--- config.mk ---
export PLATFORM = sky130hd
export DESIGN_NAME = thermocouple_fault_debounce_average
export DESIGN_NICKNAME = d
export VERILOG_FILES = /design/src/hw/rtl/tfda_pkg.sv /design/src/hw/rtl/thermocouple_fault_debounce_average.sv
export SDC_FILE = /design/constraint.sdc
export NUM_CORES = 1
export LEC_CHECK = 0
export BUFFER_PORTS_ARGS = -buffer_cell sky130_fd_sc_hd__buf_4
export CELL_PAD_IN_SITES_DETAIL_PLACEMENT = 1
export CELL_PAD_IN_SITES_GLOBAL_PLACEMENT = 1
export CORE_MARGIN = 2
export CORE_UTILIZATION = 55
export DETAILED_ROUTE_END_ITERATION = 12
export GPL_TIMING_DRIVEN = 0
export PLACE_DENSITY_LB_ADDON = 0.1
export SLEW_MARGIN = 0
export SYNTH_ARGS = -nofsm -noshare
export SYNTH_HDL_FRONTEND = slang
export SYNTH_SLANG_ARGS = --single-unit
--- constraint.sdc ---
create_clock -name clk -period 10.14 [get_ports clk]
set_input_delay 2.028 -clock clk [delete_from_list [all_inputs] [get_ports clk]]
set_output_delay 2.028 -clock clk [all_outputs]
set_load 0.02 [all_outputs]
--- src/hw/rtl/tfda_pkg.sv ---
// Shared types and constants for the thermocouple fault debounce and average block.
`timescale 1ns / 1ps

package tfda_pkg;

    // Default averaging window depth
    localparam int WINDOW_DEF = 4;

    // Payload widths
    localparam int TEMP_W = 14;
    localparam int THR_W  = 8;
    localparam int FB_W   = 3;

    // Fault threshold after reset
    localparam logic [THR_W-1:0] THR_RESET = 8'd3;

    // Saturation value of the fault counter
    localparam logic [THR_W-1:0] FCNT_MAX = 8'd255;

    // Fault bit positions
    localparam int FB_OPEN      = 0;
    localparam int FB_SHORT_GND = 1;
    localparam int FB_SHORT_VCC = 2;

    // Channel error codes
    typedef enum logic [2:0] {
        ERR_OK        = 3'd0,
        ERR_UNKNOWN   = 3'd1,
        ERR_OPEN      = 3'd2,
        ERR_SHORT_GND = 3'd3,
        ERR_SHORT_VCC = 3'd4
    } error_t;

    // Sequencer states
    typedef enum logic [2:0] {
        S_IDLE,
        S_EVAL,
        S_DIV,
        S_FIX,
        S_DONE
    } state_t;

endpackage

--- src/hw/rtl/thermocouple_fault_debounce_average.sv ---
// Two-channel thermocouple front end: fault debounce and running average.
`timescale 1ns / 1ps

// Each input word is one conversion for channel 0 (exhaust) or 1 (bean) and
// yields exactly one result word. A good sample enters a WINDOW-deep ring per
// channel; the reading is the ring sum divided by the fill count, rounded
// toward negative infinity. A failed sample bumps a saturating per-channel
// fault counter; at or past fault_threshold the fault is classified (open,
// short to ground, short to VCC, else unknown) and the reading goes invalid.
// A good sample is evaluated, then runs through the bit-serial restoring
// divider, which produces one quotient bit per cycle, and a floor correction;
// a failed sample skips the divider and the correction. in_stall is high
// while a word is in progress. A finished result sits in the output register
// and the next input word is accepted while it waits. fault_threshold is
// written through the cfg port, which is always ready; write it only while
// the block is idle.
module thermocouple_fault_debounce_average
    import tfda_pkg::*;
#(
    parameter int WINDOW = WINDOW_DEF
) (
    input  logic                     clk,
    input  logic                     rst_n,

    // Configuration write channel
    input  logic                     cfg_valid,
    output logic                     cfg_ready,
    input  logic [THR_W-1:0]         cfg_data,

    // Input channel
    input  logic                     in_valid,
    output logic                     in_stall,
    input  logic                     channel,
    input  logic                     sample_ok,
    input  logic signed [TEMP_W-1:0] temperature_q,
    input  logic [FB_W-1:0]          fault_bits,

    // Output channel
    output logic                     out_valid,
    input  logic                     out_stall,
    output logic                     out_channel,
    output logic signed [TEMP_W-1:0] reading_q,
    output logic                     reading_valid,
    output logic                     reading_changed,
    output logic [2:0]               error_code,
    output logic                     resync_request,
    output logic                     bus_reinit
);

    localparam int SUM_W     = TEMP_W + $clog2(WINDOW);
    localparam int CNT_W     = $clog2(WINDOW + 1);
    localparam int POS_W     = (WINDOW > 1) ? $clog2(WINDOW) : 1;
    localparam int SLOT_W    = $clog2(2 * WINDOW);
    localparam int DIV_CNT_W = $clog2(SUM_W + 1);

    localparam logic [CNT_W-1:0]     FILL_FULL = CNT_W'(WINDOW);
    localparam logic [POS_W-1:0]     POS_LAST  = POS_W'(WINDOW - 1);
    localparam logic [SLOT_W-1:0]    CH1_BASE  = SLOT_W'(WINDOW);
    localparam logic [DIV_CNT_W-1:0] DIV_LEN   = DIV_CNT_W'(SUM_W);

    // Sequencer
    state_t state_reg, state_next;

    // Configuration
    logic [THR_W-1:0] thr_reg;

    // Captured input word
    logic                     ch_reg;
    logic                     ok_reg;
    logic signed [TEMP_W-1:0] temp_reg;
    logic [FB_W-1:0]          fb_reg;

    // Per-channel state
    logic signed [SUM_W-1:0]  sum_reg      [2];
    logic [CNT_W-1:0]         fill_reg     [2];
    logic [POS_W-1:0]         pos_reg      [2];
    logic [THR_W-1:0]         fcnt_reg     [2];
    error_t                   err_reg      [2];
    logic signed [TEMP_W-1:0] last_reg     [2];
    logic                     last_vld_reg [2];

    // Sample ring, channel 0 entries first
    logic signed [TEMP_W-1:0] ring_mem [2*WINDOW];
    logic signed [TEMP_W-1:0] ring_rd_reg;

    // Shared divider
    logic [SUM_W-1:0]     quo_reg;
    logic [CNT_W:0]       rem_reg;
    logic [CNT_W-1:0]     den_reg;
    logic                 neg_reg;
    logic [DIV_CNT_W-1:0] div_cnt_reg;

    // Per-word result flags
    logic changed_reg;
    logic resync_reg;
    logic reinit_reg;

    // Output register
    logic                     out_valid_reg;
    logic                     out_ch_reg;
    logic signed [TEMP_W-1:0] out_reading_reg;
    logic                     out_rvalid_reg;
    logic                     out_changed_reg;
    error_t                   out_err_reg;
    logic                     out_resync_reg;
    logic                     out_reinit_reg;

    logic in_accept;
    logic out_load;

    // Good-sample datapath
    logic [SLOT_W-1:0]       in_slot;
    logic [SLOT_W-1:0]       slot;
    logic                    ring_full;
    logic signed [SUM_W-1:0] old_ext;
    logic signed [SUM_W-1:0] temp_ext;
    logic signed [SUM_W-1:0] sum_new;
    logic [SUM_W-1:0]        sum_abs;
    logic [CNT_W-1:0]        fill_new;
    logic [POS_W-1:0]        pos_new;

    // Failed-sample datapath
    logic [THR_W-1:0] fcnt_inc;
    logic             declared;
    logic             other_hit;
    logic             reinit_hit;
    error_t           err_class;

    // Divider step and final correction
    logic [CNT_W:0]          rem_shift;
    logic                    rem_ge;
    logic [CNT_W:0]          rem_sub;
    logic [SUM_W-1:0]        quo_corr;
    logic [SUM_W-1:0]        quo_signed;

    assign cfg_ready = 1'b1;
    assign in_accept = in_valid && !in_stall;

    // Locate the ring slot and form the new running sum
    assign in_slot   = (channel ? CH1_BASE : '0) + SLOT_W'(pos_reg[channel]);
    assign slot      = (ch_reg ? CH1_BASE : '0) + SLOT_W'(pos_reg[ch_reg]);
    assign ring_full = (fill_reg[ch_reg] == FILL_FULL);
    assign old_ext   = ring_full ? SUM_W'(ring_rd_reg) : '0;
    assign temp_ext  = SUM_W'(temp_reg);
    assign sum_new   = sum_reg[ch_reg] - old_ext + temp_ext;
    assign sum_abs   = sum_new[SUM_W-1] ? SUM_W'(-sum_new) : SUM_W'(sum_new);
    assign fill_new  = ring_full ? fill_reg[ch_reg] : fill_reg[ch_reg] + CNT_W'(1);
    assign pos_new   = (pos_reg[ch_reg] == POS_LAST) ? '0 : pos_reg[ch_reg] + POS_W'(1);

    // Debounce the failure and classify it
    assign fcnt_inc   = (fcnt_reg[ch_reg] == FCNT_MAX) ? FCNT_MAX
                                                       : fcnt_reg[ch_reg] + THR_W'(1);
    assign declared   = (fcnt_inc >= thr_reg);
    assign other_hit  = (fcnt_reg[~ch_reg] >= thr_reg);
    assign reinit_hit = declared && fb_reg[FB_SHORT_GND] && other_hit;

    always_comb
    begin
        priority if (fb_reg[FB_OPEN])
            err_class = ERR_OPEN;
        else if (fb_reg[FB_SHORT_GND])
            err_class = ERR_SHORT_GND;
        else if (fb_reg[FB_SHORT_VCC])
            err_class = ERR_SHORT_VCC;
        else
            err_class = ERR_UNKNOWN;
    end

    // One restoring-division step, then floor correction for negative sums
    assign rem_shift  = {rem_reg[CNT_W-1:0], quo_reg[SUM_W-1]};
    assign rem_ge     = (rem_shift >= {1'b0, den_reg});
    assign rem_sub    = rem_shift - {1'b0, den_reg};
    assign quo_corr   = quo_reg + SUM_W'(neg_reg && (rem_reg != '0));
    assign quo_signed = neg_reg ? SUM_W'(-quo_corr) : quo_corr;

    // Next state and handshake outputs
    always_comb
    begin
        state_next = state_reg;
        in_stall   = 1'b1;
        out_load   = 1'b0;
        unique case (state_reg)
            S_IDLE:
            begin
                in_stall = 1'b0;
                if (in_valid)
                    state_next = S_EVAL;
            end
            S_EVAL:
            begin
                state_next = ok_reg ? S_DIV : S_DONE;
            end
            S_DIV:
            begin
                if (div_cnt_reg == DIV_CNT_W'(1))
                    state_next = S_FIX;
            end
            S_FIX:
            begin
                state_next = S_DONE;
            end
            S_DONE:
            begin
                if (!out_valid_reg || !out_stall)
                begin
                    out_load   = 1'b1;
                    state_next = S_IDLE;
                end
            end
            default:
            begin
                state_next = S_IDLE;
            end
        endcase
    end

    always_ff @(posedge clk or negedge rst_n)
    begin
        if (!rst_n)
            state_reg <= S_IDLE;
        else
            state_reg <= state_next;
    end

    // Hold the fault threshold
    always_ff @(posedge clk or negedge rst_n)
    begin
        if (!rst_n)
            thr_reg <= THR_RESET;
        else if (cfg_valid && cfg_ready)
            thr_reg <= cfg_data;
    end

    // Capture the input word
    always_ff @(posedge clk)
    begin
        if (in_accept)
        begin
            ch_reg   <= channel;
            ok_reg   <= sample_ok;
            temp_reg <= temperature_q;
            fb_reg   <= fault_bits;
        end
    end

    // Fetch the oldest sample on accept, write the new sample into the ring
    always_ff @(posedge clk)
    begin
        if (in_accept)
            ring_rd_reg <= ring_mem[in_slot];
        if (state_reg == S_EVAL && ok_reg)
            ring_mem[slot] <= temp_reg;
    end

    // Update per-channel state and result flags
    always_ff @(posedge clk or negedge rst_n)
    begin
        if (!rst_n)
        begin
            for (int i = 0; i < 2; i++)
            begin
                sum_reg[i]      <= '0;
                fill_reg[i]     <= '0;
                pos_reg[i]      <= '0;
                fcnt_reg[i]     <= '0;
                err_reg[i]      <= ERR_OK;
                last_reg[i]     <= '0;
                last_vld_reg[i] <= 1'b1;
            end
            changed_reg <= 1'b0;
            resync_reg  <= 1'b0;
            reinit_reg  <= 1'b0;
        end
        else if (state_reg == S_EVAL)
        begin
            if (ok_reg)
            begin
                sum_reg[ch_reg]  <= sum_new;
                fill_reg[ch_reg] <= fill_new;
                pos_reg[ch_reg]  <= pos_new;
                fcnt_reg[ch_reg] <= '0;
                err_reg[ch_reg]  <= ERR_OK;
                changed_reg      <= 1'b1;
                resync_reg       <= 1'b0;
                reinit_reg       <= 1'b0;
            end
            else
            begin
                changed_reg <= declared;
                resync_reg  <= declared && (fb_reg == '0);
                reinit_reg  <= reinit_hit;
                if (reinit_hit)
                begin
                    fcnt_reg[0] <= '0;
                    fcnt_reg[1] <= '0;
                end
                else
                begin
                    fcnt_reg[ch_reg] <= fcnt_inc;
                end
                if (declared)
                begin
                    err_reg[ch_reg]      <= err_class;
                    last_reg[ch_reg]     <= '0;
                    last_vld_reg[ch_reg] <= 1'b0;
                end
            end
        end
        else if (state_reg == S_FIX)
        begin
            last_reg[ch_reg]     <= TEMP_W'(quo_signed);
            last_vld_reg[ch_reg] <= 1'b1;
        end
    end

    // Load and advance the divider
    always_ff @(posedge clk or negedge rst_n)
    begin
        if (!rst_n)
            div_cnt_reg <= '0;
        else if (state_reg == S_EVAL)
            div_cnt_reg <= DIV_LEN;
        else if (state_reg == S_DIV)
            div_cnt_reg <= div_cnt_reg - DIV_CNT_W'(1);
    end

    always_ff @(posedge clk)
    begin
        if (state_reg == S_EVAL)
        begin
            quo_reg <= sum_abs;
            rem_reg <= '0;
            den_reg <= fill_new;
            neg_reg <= sum_new[SUM_W-1];
        end
        else if (state_reg == S_DIV)
        begin
            quo_reg <= {quo_reg[SUM_W-2:0], rem_ge};
            rem_reg <= rem_ge ? rem_sub : rem_shift;
        end
    end

    // Output register: hold the word until taken
    always_ff @(posedge clk or negedge rst_n)
    begin
        if (!rst_n)
            out_valid_reg <= 1'b0;
        else if (out_load)
            out_valid_reg <= 1'b1;
        else if (!out_stall)
            out_valid_reg <= 1'b0;
    end

    always_ff @(posedge clk)
    begin
        if (out_load)
        begin
            out_ch_reg      <= ch_reg;
            out_reading_reg <= last_reg[ch_reg];
            out_rvalid_reg  <= last_vld_reg[ch_reg];
            out_changed_reg <= changed_reg;
            out_err_reg     <= err_reg[ch_reg];
            out_resync_reg  <= resync_reg;
            out_reinit_reg  <= reinit_reg;
        end
    end

    assign out_valid       = out_valid_reg;
    assign out_channel     = out_ch_reg;
    assign reading_q       = out_reading_reg;
    assign reading_valid   = out_rvalid_reg;
    assign reading_changed = out_changed_reg;
    assign error_code      = out_err_reg;
    assign resync_request  = out_resync_reg;
    assign bus_reinit      = out_reinit_reg;

endmodule
## Word-level counts from Yosys, hierarchy flattened

Memory sizes are Yosys's and may differ from the RTL's. A register that Yosys moved wholly into a read port is not among the register bits.
Cells that the tools add are included.

- Register bits after elaboration: 179
- Bits in writable memories: 112
- Output and inout port bits: 25
- Word-level logic and storage cells: 191
- Memories kept: 1

- Add/sub/neg operators: 12
- $lt $le $gt $ge: 7
- Equality and inequality tests: 14
- Muxes and demuxes: 88
- Bitwise gates (word level): 13
- Reduce and logical (&&, ||, !) cells: 20

Memories:

| name | depth | width | read ports | clocked after Yosys merged registers in | wr ports | RTL line | source |
|---|---|---|---|---|---|---|---|
| ring_mem | 8 | 14 | 1 | 1 | 1 | thermocouple_fault_debounce_average.sv:83 | `logic signed [TEMP_W-1:0] ring_mem [2*WINDOW];` |

Operators by type and width:

| kind | count |
|---|---|
| $mux W16 | 10 |
| $mux W28 | 4 |
| $mux W14 | 5 |
| $mux W8 | 8 |
| $mux W3 | 17 |
| $bwmux W32 | 1 |
| $and A28 B28 Y28 | 1 |
| $bwmux W28 | 1 |
| $not A28 Y28 | 1 |
| $mux W2 | 12 |
| $add A16 B14 Y16 | 1 |
| $and A16 B16 Y16 | 1 |
| $bwmux W16 | 1 |
| $demux W16 S1 | 1 |
| $ge A8 B8 Y1 | 2 |
| $neg A16 Y16 | 1 |
| $not A16 Y16 | 1 |
| $sub A16 B16 Y16 | 1 |
| $pmux W3 S5 | 1 |
| $add A14 B1 Y14 | 1 |
| $demux W14 S1 | 1 |
| $mux W1 | 14 |
| $neg A14 Y14 | 1 |
| $bwmux W6 | 2 |
| other kinds (40) | 65 |

## Depth between registers and ports, before layout

Gate-level depths: netlist of the first run.

- Depth in word-level cells: 11
- Depth in mapped cells: 23
- Depth with buffers taken out: 18

## Worst setup path before layout of the first run

No wires, ideal clock.

- Path kind: register -> register
- Start point: register ch_reg
- End point: register quo_reg[14], data pin
- Setup time: 0.266 ns
- Arrival time: 4.978 ns
- Setup slack: 4.896 ns
- Stages on the path, launching flop included: 22
- Path buffers: 5
- Clock period less this slack: 5.244 ns
- Path through: edfxtp_1 buf_2 buf_1 clkbuf_1 buf_2 mux2i_1 ha_1 nor2b_1 clkbuf_1 and2_1 fa_1 inv_1 ha_1 nor2b_1 o2111ai_2 a31oi_1 or2_1 nor2_1 nor3_2 a41oi_1 xor2_1 o21ai_1

- Longest elaborated chain between the ends: 11
- Elaborated cells on any way between the ends: 14

Ends and longest elaborated chain:

| what | RTL line | source |
|---|---|---|
| from (decl) | thermocouple_fault_debounce_average.sv:68 | `logic ch_reg;` |
| from (signal assigned) | thermocouple_fault_debounce_average.sv:239 | `ch_reg <= channel;` |
| $not A1 Y2 (implied by the code) (*) | thermocouple_fault_debounce_average.sv:142, thermocouple_fault_debounce_average.sv:145 |  |
| $mux W3 (implied by the code) (3 in a row) | thermocouple_fault_debounce_average.sv:142 | `assign ring_full = (fill_reg[ch_reg] == FILL_FULL);` |
| $eq A3 B3 Y1 | thermocouple_fault_debounce_average.sv:142 |  |
| $mux W16 | thermocouple_fault_debounce_average.sv:143 | `assign old_ext = ring_full ? SUM_W'(ring_rd_reg) : '0;` |
| $sub A16 B16 Y16 (*) | thermocouple_fault_debounce_average.sv:145 | `assign sum_new = sum_reg[ch_reg] - old_ext + temp_ext;` |
| $add A16 B14 Y16 (*) | thermocouple_fault_debounce_average.sv:145 |  |
| $neg A16 Y16 | thermocouple_fault_debounce_average.sv:146 | `assign sum_abs = sum_new[SUM_W-1] ? SUM_W'(-sum_new) : SUM_W'(sum_new);` |
| $mux W16 (*) | thermocouple_fault_debounce_average.sv:146 |  |
| $mux W16 (*) | thermocouple_fault_debounce_average.sv:329 | `if (state_reg == S_EVAL)` |
| to (signal assigned) | thermocouple_fault_debounce_average.sv:331 | `quo_reg <= sum_abs;` |
| to (signal assigned) | thermocouple_fault_debounce_average.sv:338 | `quo_reg <= {quo_reg[SUM_W-2:0], rem_ge};` |
| to (decl) | thermocouple_fault_debounce_average.sv:87 | `logic [SUM_W-1:0] quo_reg;` |

Every way passes the cells marked *; elsewhere a longest branch is shown, timed or not. The select of a mux whose other input is x is not followed.
A chain may end at the register's enable or synchronous reset.

## Worst setup path in the final report of the first run

- Start point: register ch_reg
- End point: register quo_reg[6], data pin

The elaborated chain is that of the path after synthesis.

==> results of run 1 <==
==> how the worst max path moves through the flow <==
| stage | endpoint | from |
|---|---|---|
| finish | quo_reg[6] | ch_reg |
| detailed placement | quo_reg[14] | ch_reg |
| floorplan | quo_reg[14] | ch_reg |
| CTS | quo_reg[6] | ch_reg |
| global placement | quo_reg[6] | ch_reg |
| global route | quo_reg[6] | ch_reg |
==> stage by stage <==
step	total power, mW	hold WS (ps)	std cells	utilization	cell area [um^2]
6_report	6.23	458	1636	0.635	17000
2_1_floorplan	4.08	425	1167	-	14900
4_1_cts	6.25	462	1636	0.635	17000
3_5_place_dp	4.93	438	1574	0.594	15900
3_3_place_gp	4.81	436	1563	0.587	15700
5_1_grt	6.61	477	1636	0.635	17000
==> layout make-up <==
type,instances,area share
sequential,305,0.502
clock buffer,46,0.0538
clock inverter,16,0.0112
tap,341,0.0251
inverter,74,0.0163
timing repair buffer,66,0.0334
buffer,45,0.0118
multi-input combinational,743,0.346
==> power by group through the flow <==
stage	combinational (mW)	sequential [mW]	clock [mW]
6_report	3.06	1.94	1.24
5_1_grt	3.35	1.97	1.29
4_1_cts	3.06	1.94	1.25
3_5_place_dp	2.98	1.95	0
3_3_place_gp	2.87	1.93	0
2_1_floorplan	2.19	1.90	0
==> critical path: stages, from the launching register on <==
cell       delay [ps]
edfxtp_1          520
buf_2             310
buf_1             460
clkbuf_1          540
buf_2             480
mux2i_1           280
ha_1              190
nor2b_1           490
clkbuf_1          490
and2_1            230
fa_1              440
inv_1              80
ha_1              330
o211ai_1          180
o21bai_4          230
o2111ai_2         190
a21oi_1           370
mux2i_1           400
nand2_2           200
buf_6             200
nor2_1            130
xor2_1            220
o21ai_1           100
==> kinds of logic (layout without fill, tap and decap cells) <==
kind of cell | Yosys count | count (layout) | share of synthesized area
DFF | 305 | 305 | 0.574
adders and majority gates | 61 | 61 | 0.0593
muxes | 118 | 118 | 0.109
and+or+nand+nor | 311 | 311 | 0.103
xor gates and xnor gates | 61 | 61 | 0.0364
buffers and inverters | 119 | 247 | 0.0322
other | 1 | 1 | 0.000252
AOI/OAI and AO/OA | 191 | 191 | 0.0850
==> cells in the final DEF (no fill, tap or decap), types with 9 or more instances in the layout <==
| cell type | count |
|---|---|
| nand2b_1 | 22 |
| mux2i_1 | 22 |
| buf_2 | 11 |
| a21oi_1 | 27 |
| mux2_2 | 64 |
| clkbuf_16 | 34 |
| and2_1 | 16 |
| a21o_1 | 9 |
| nor2_1 | 39 |
| o21ai_0 | 68 |
| nand3_1 | 33 |
| buf_4 | 57 |
| xor2_1 | 22 |
| edfxtp_1 | 187 |
| and3_1 | 9 |
| dfrtp_1 | 110 |
| xnor2_1 | 38 |
| nand2_1 | 129 |
| mux4_2 | 29 |
| nor3_1 | 13 |
| a22o_1 | 10 |
| fa_1 | 16 |
| inv_1 | 72 |
| nor2b_1 | 10 |
| clkbuf_1 | 36 |
| o2bb2ai_1 | 16 |
| o21ai_1 | 13 |
| ha_1 | 45 |
| buf_6 | 9 |
==> per-layer routing <==
layer  up-vias  track usage  routed length, um  part of all wire
met1      4945        0.370              16500              0.43
met5         -            0                  0                 0
met3        72       0.0318               1380             0.036
met2       255        0.493              19600              0.51
met4         0       0.0858               1050             0.027
li1       4415            -                  -                 -
==> flow_summary.ini, run 1 <==
[grt]
grt_pass1_wl_um = 60900
grt-ovfl-total = 0
track_usage = 0.281
grt_pass1_vias = 10400
antenna_found_initial = 0
grt_max_degree = 88

[final_layout]
fillers = 2607
area_delta_synth_final_pct = 14.4
seq_area_um2 = 8550
multi_input_area_um2 = 5890
largest_register_ffs = 112
nNetsFinal = 1362
antenna_cells = 0
drive_gt1_frac = 0.199

[worst_setup_path]
cp.required_ps = 10380
worstPathMaxFanout = 10
rrSetupSlack_ps = 2770
arrival_ps = 7610
endpoint_kind = flop
crit-reg2reg-launch = ch_reg
crit_path_start_kind = flop
worstSetupPathType = reg2reg
reg2reg_depth = 22
r2r-end = quo_reg[6]

[clock_network]
cts_tree = yes
h-tree-depth = 2
clk_pin_slew_ps = 60
cts_hold_buf = 0
numCtsBuffers = 34
root_buffer = clkbuf_16
cts.path.max_buffers = 3
post_cts.repair.setup_buffers = 0
cts.sinks = 305
cts_resized = 0
insertion_delay_ps = 520

[route]
drt-total-wl_um = 38500
vias = 9687
drt_iter0_markers = 706
via_per_inst = 5.92
drc = 0
antenna_left = 0
wire_per_inst_um = 23.5
drt_first_pass_iters = 5

[worst_hold_path]
hold_class = reg2reg
hold_depth = 0
min_from = resync_reg
min_to = resync_request

[yosys]
syn-cell-area_um2 = 14900
synth_most_common_cell = edfxtp_1
yosysWarningCount = 0
yosysSeqAreaShare = 0.574
dominantRegCellSynth = edfxtp_1
synth.distinct_cells = 78
async_reset_ff_frac = 0.374
yosys.area.top_type = edfxtp_1
synth_common_cells = 187 x edfxtp_1, 129 x nand2_1, 110 x dfrtp_1, 72 x inv_1, 68 x o21ai_0
syn_inst = 1167
synth.top_cell.area_share = 0.377
synth-edff-count = 187
syn_area_per_cell_um2 = 12.8
synth-seq-cells = 305
syn_nets = 1260
synth_area_leaders = edfxtp_1 38%, dfrtp_1 18%, mux2_2 4.8%

[flow_run]
cap_violations = 0

[timing]
max_freq_ghz = 0.136
setup_viol = 0
tightest_slew_ps = 1240
slew-limit-headroom = 0.158
hold_viol = 0
setup_slack_ps = 2770
drv_slew = 0
period_needed_ps = 7370
final.period_utilization = 0.727
rsz0062_at_grt = false
skew_ps = 24.1
finalSetupTns_ps = 0

[run_status]
status = finished, final reports clean

[power]
peakVddDrop_v = 0.000220
clockPowerShare = 0.198
power.switching_mw = 2.59
power_frac_seq = 0.311
p_leak_nw = 6.90
internal-power_mw = 3.65
powerDensity_nw_per_um2 = 366
switching_share = 0.415
power_frac_comb = 0.491

[floorplan]
start_util = 0.556
die_h_um = 169
die_x_um = 169
core_area_um2 = 26800
io_pins = 57
rows = 60
dieArea_um2 = 28400

[place]
hpwl_um = 26500
preCtsSetupSlack_ps = 2950
place_congestion = 0.824
port_buffers = 55
No activity file was read; power rests on OpenSTA's default activity.
==> inputs of run 2 (changes only) <==
--- a/config.mk
+++ b/config.mk
@@ -9,7 +9,7 @@
 export CELL_PAD_IN_SITES_DETAIL_PLACEMENT = 1
 export CELL_PAD_IN_SITES_GLOBAL_PLACEMENT = 1
 export CORE_MARGIN = 2
-export CORE_UTILIZATION = 55
+export CORE_UTILIZATION = 52
 export DETAILED_ROUTE_END_ITERATION = 12
 export GPL_TIMING_DRIVEN = 0
 export PLACE_DENSITY_LB_ADDON = 0.1
==> constraint.sdc (replaced) <==
create_clock -name clk -period 7.72 [get_ports clk]
set_input_delay 1.544 -clock clk [delete_from_list [all_inputs] [get_ports clk]]
set_output_delay 1.544 -clock clk [all_outputs]
set_load 0.02 [all_outputs]
==> run 2 against run 1 <==
  * Critical path depth is the same
  * Global-route usage shrank 3.0 points
  * Maximum frequency grew 3.3%
  * Clock skew shrank 7.4 ps
  * Die area grew 5.6%
  * Largest power group unchanged
==> flow_summary.ini, run 2 (synthesis results as in run 1) <==
[floorplan]
rows = 61
core_area_um2 = 28000
dieArea_um2 = 30000
die_x_um = 173
die_h_um = 173
io_pins = 57
start_util = 0.532

[grt]
grt_pass1_vias = 10400
track_usage = 0.250
grt_pass1_wl_um = 58800
grt-ovfl-total = 0
grt_max_degree = 96
antenna_found_initial = 0

[timing]
slew-limit-headroom = 0.161
max_freq_ghz = 0.140
whs_ps = 437
setup_viol = 0
drv_slew = 0
rsz0062_at_grt = false
setup_slack_ps = 591
tightest_slew_ps = 1220
skew_ps = 16.7
final.period_utilization = 0.923
hold_viol = 0
finalSetupTns_ps = 0
period_needed_ps = 7130

[worst_setup_path]
worstSetupPathType = reg2reg
worstPathMaxFanout = 10
crit_path_start_kind = flop
arrival_ps = 7380
endpoint_kind = flop
cp.required_ps = 7970

[clock_network]
cts.path.max_buffers = 3
clk_pin_slew_ps = 60
insertion_delay_ps = 510
h-tree-depth = 2
cts_tree = yes
cts.sinks = 305
cts_hold_buf = 0
numCtsBuffers = 35
root_buffer = clkbuf_16
post_cts.repair.setup_buffers = 0
cts_resized = 0

[final_layout]
layout_commonest_cell = edfxtp_1
final_cell_mix = 187 x edfxtp_1, 129 x nand2_1, 110 x dfrtp_1
antenna_cells = 0
nNetsFinal = 1362
drive_gt1_frac = 0.204
largest_register_ffs = 112
postLayoutCellArea_um2 = 17100
fillers = 2841
area_delta_synth_final_pct = 14.7

[place]
place_congestion = 0.856
post_dp_cell_area_um2 = 16000
hpwl_um = 25800
preCtsSetupSlack_ps = 682
port_buffers = 55

[route]
wire_per_inst_um = 21.9
via_per_inst = 5.72
drt_iter0_markers = 533
antenna_left = 0
drt_first_pass_iters = 5
vias = 9565
drt-total-wl_um = 36700
drc = 0

[power]
peakVddDrop_v = 0.000416
p_leak_nw = 6.91
power.total_mw = 8.15
powerDensity_nw_per_um2 = 477

[run_status]
status = finished, final reports clean

[flow_run]
cap_violations = 0

[worst_hold_path]
hold_class = reg2reg
## run 2: per-stage QoR
step | util | std cells
2_1_floorplan | - | 1167
3_3_place_gp | 0.563 | 1600
3_5_place_dp | 0.570 | 1610
4_1_cts | 0.610 | 1673
5_1_grt | 0.610 | 1673
6_report | 0.610 | 1673
## run 2: worst max-delay path, stage by stage (launching register included)
cell and delay (ps):
edfxtp_1 460, buf_2 310, buf_1 510, clkbuf_1 580
buf_2 500, mux2i_1 280, ha_1 190, nor2b_1 420
clkbuf_1 440, and2_1 230, fa_1 430, inv_1 90
ha_1 290, o211ai_1 180, o21bai_4 230, o2111ai_2 170
a21oi_1 380, mux2i_1 370, nand2_2 190, buf_6 200
nor2_1 140, xor2_1 210, o21ai_1 70
## run 2: path summary, 6_finish.rpt
kind	startpoint	endpoint	slack (ps)	cells past startpoint
max	ch_reg	quo_reg[10]	590	22
min	resync_reg	resync_request	440	0
max reg2reg	ch_reg	quo_reg[10]	590	22
min reg2reg	resync_reg	resync_request	440	0
max in group asynchronous	rst_n	sum_reg[24]	6100	2
min in group asynchronous	rst_n	thr_reg[2]	880	1
## run 2: layout make-up
cell class	instances	area (um^2)	share of cell area
sequential	305	8550	0.501
multi-input combinational	743	5890	0.345
clock buffer	44	931	0.0545
timing repair buffer	65	569	0.0333
tap	378	473	0.0277
inverter	74	278	0.0163
buffer	45	201	0.0118
clock inverter	19	183	0.0107
## run 2: metal layers
| metal | vias to the layer above | global-route usage | wire length (um) |
|---|---|---|---|
| li1 | 4427 | - | - |
| met1 | 4936 | 0.336 | 16300 |
| met2 | 166 | 0.441 | 18700 |
| met3 | 36 | 0.0309 | 1150 |
| met4 | 0 | 0.0530 | 529 |
| met5 | - | 0 | 0 |
## run 2: power by group
| group | total (mW) | switching, mW | leakage, nW | internal, mW |
|---|---|---|---|---|
| sequential | 2.53 | 0.275 | 3.20 | 2.26 |
| combinational | 4.01 | 2.46 | 3.16 | 1.56 |
| clock | 1.60 | 0.662 | 0.544 | 0.936 |
| total | 8.15 | 3.39 | 6.91 | 4.75 |
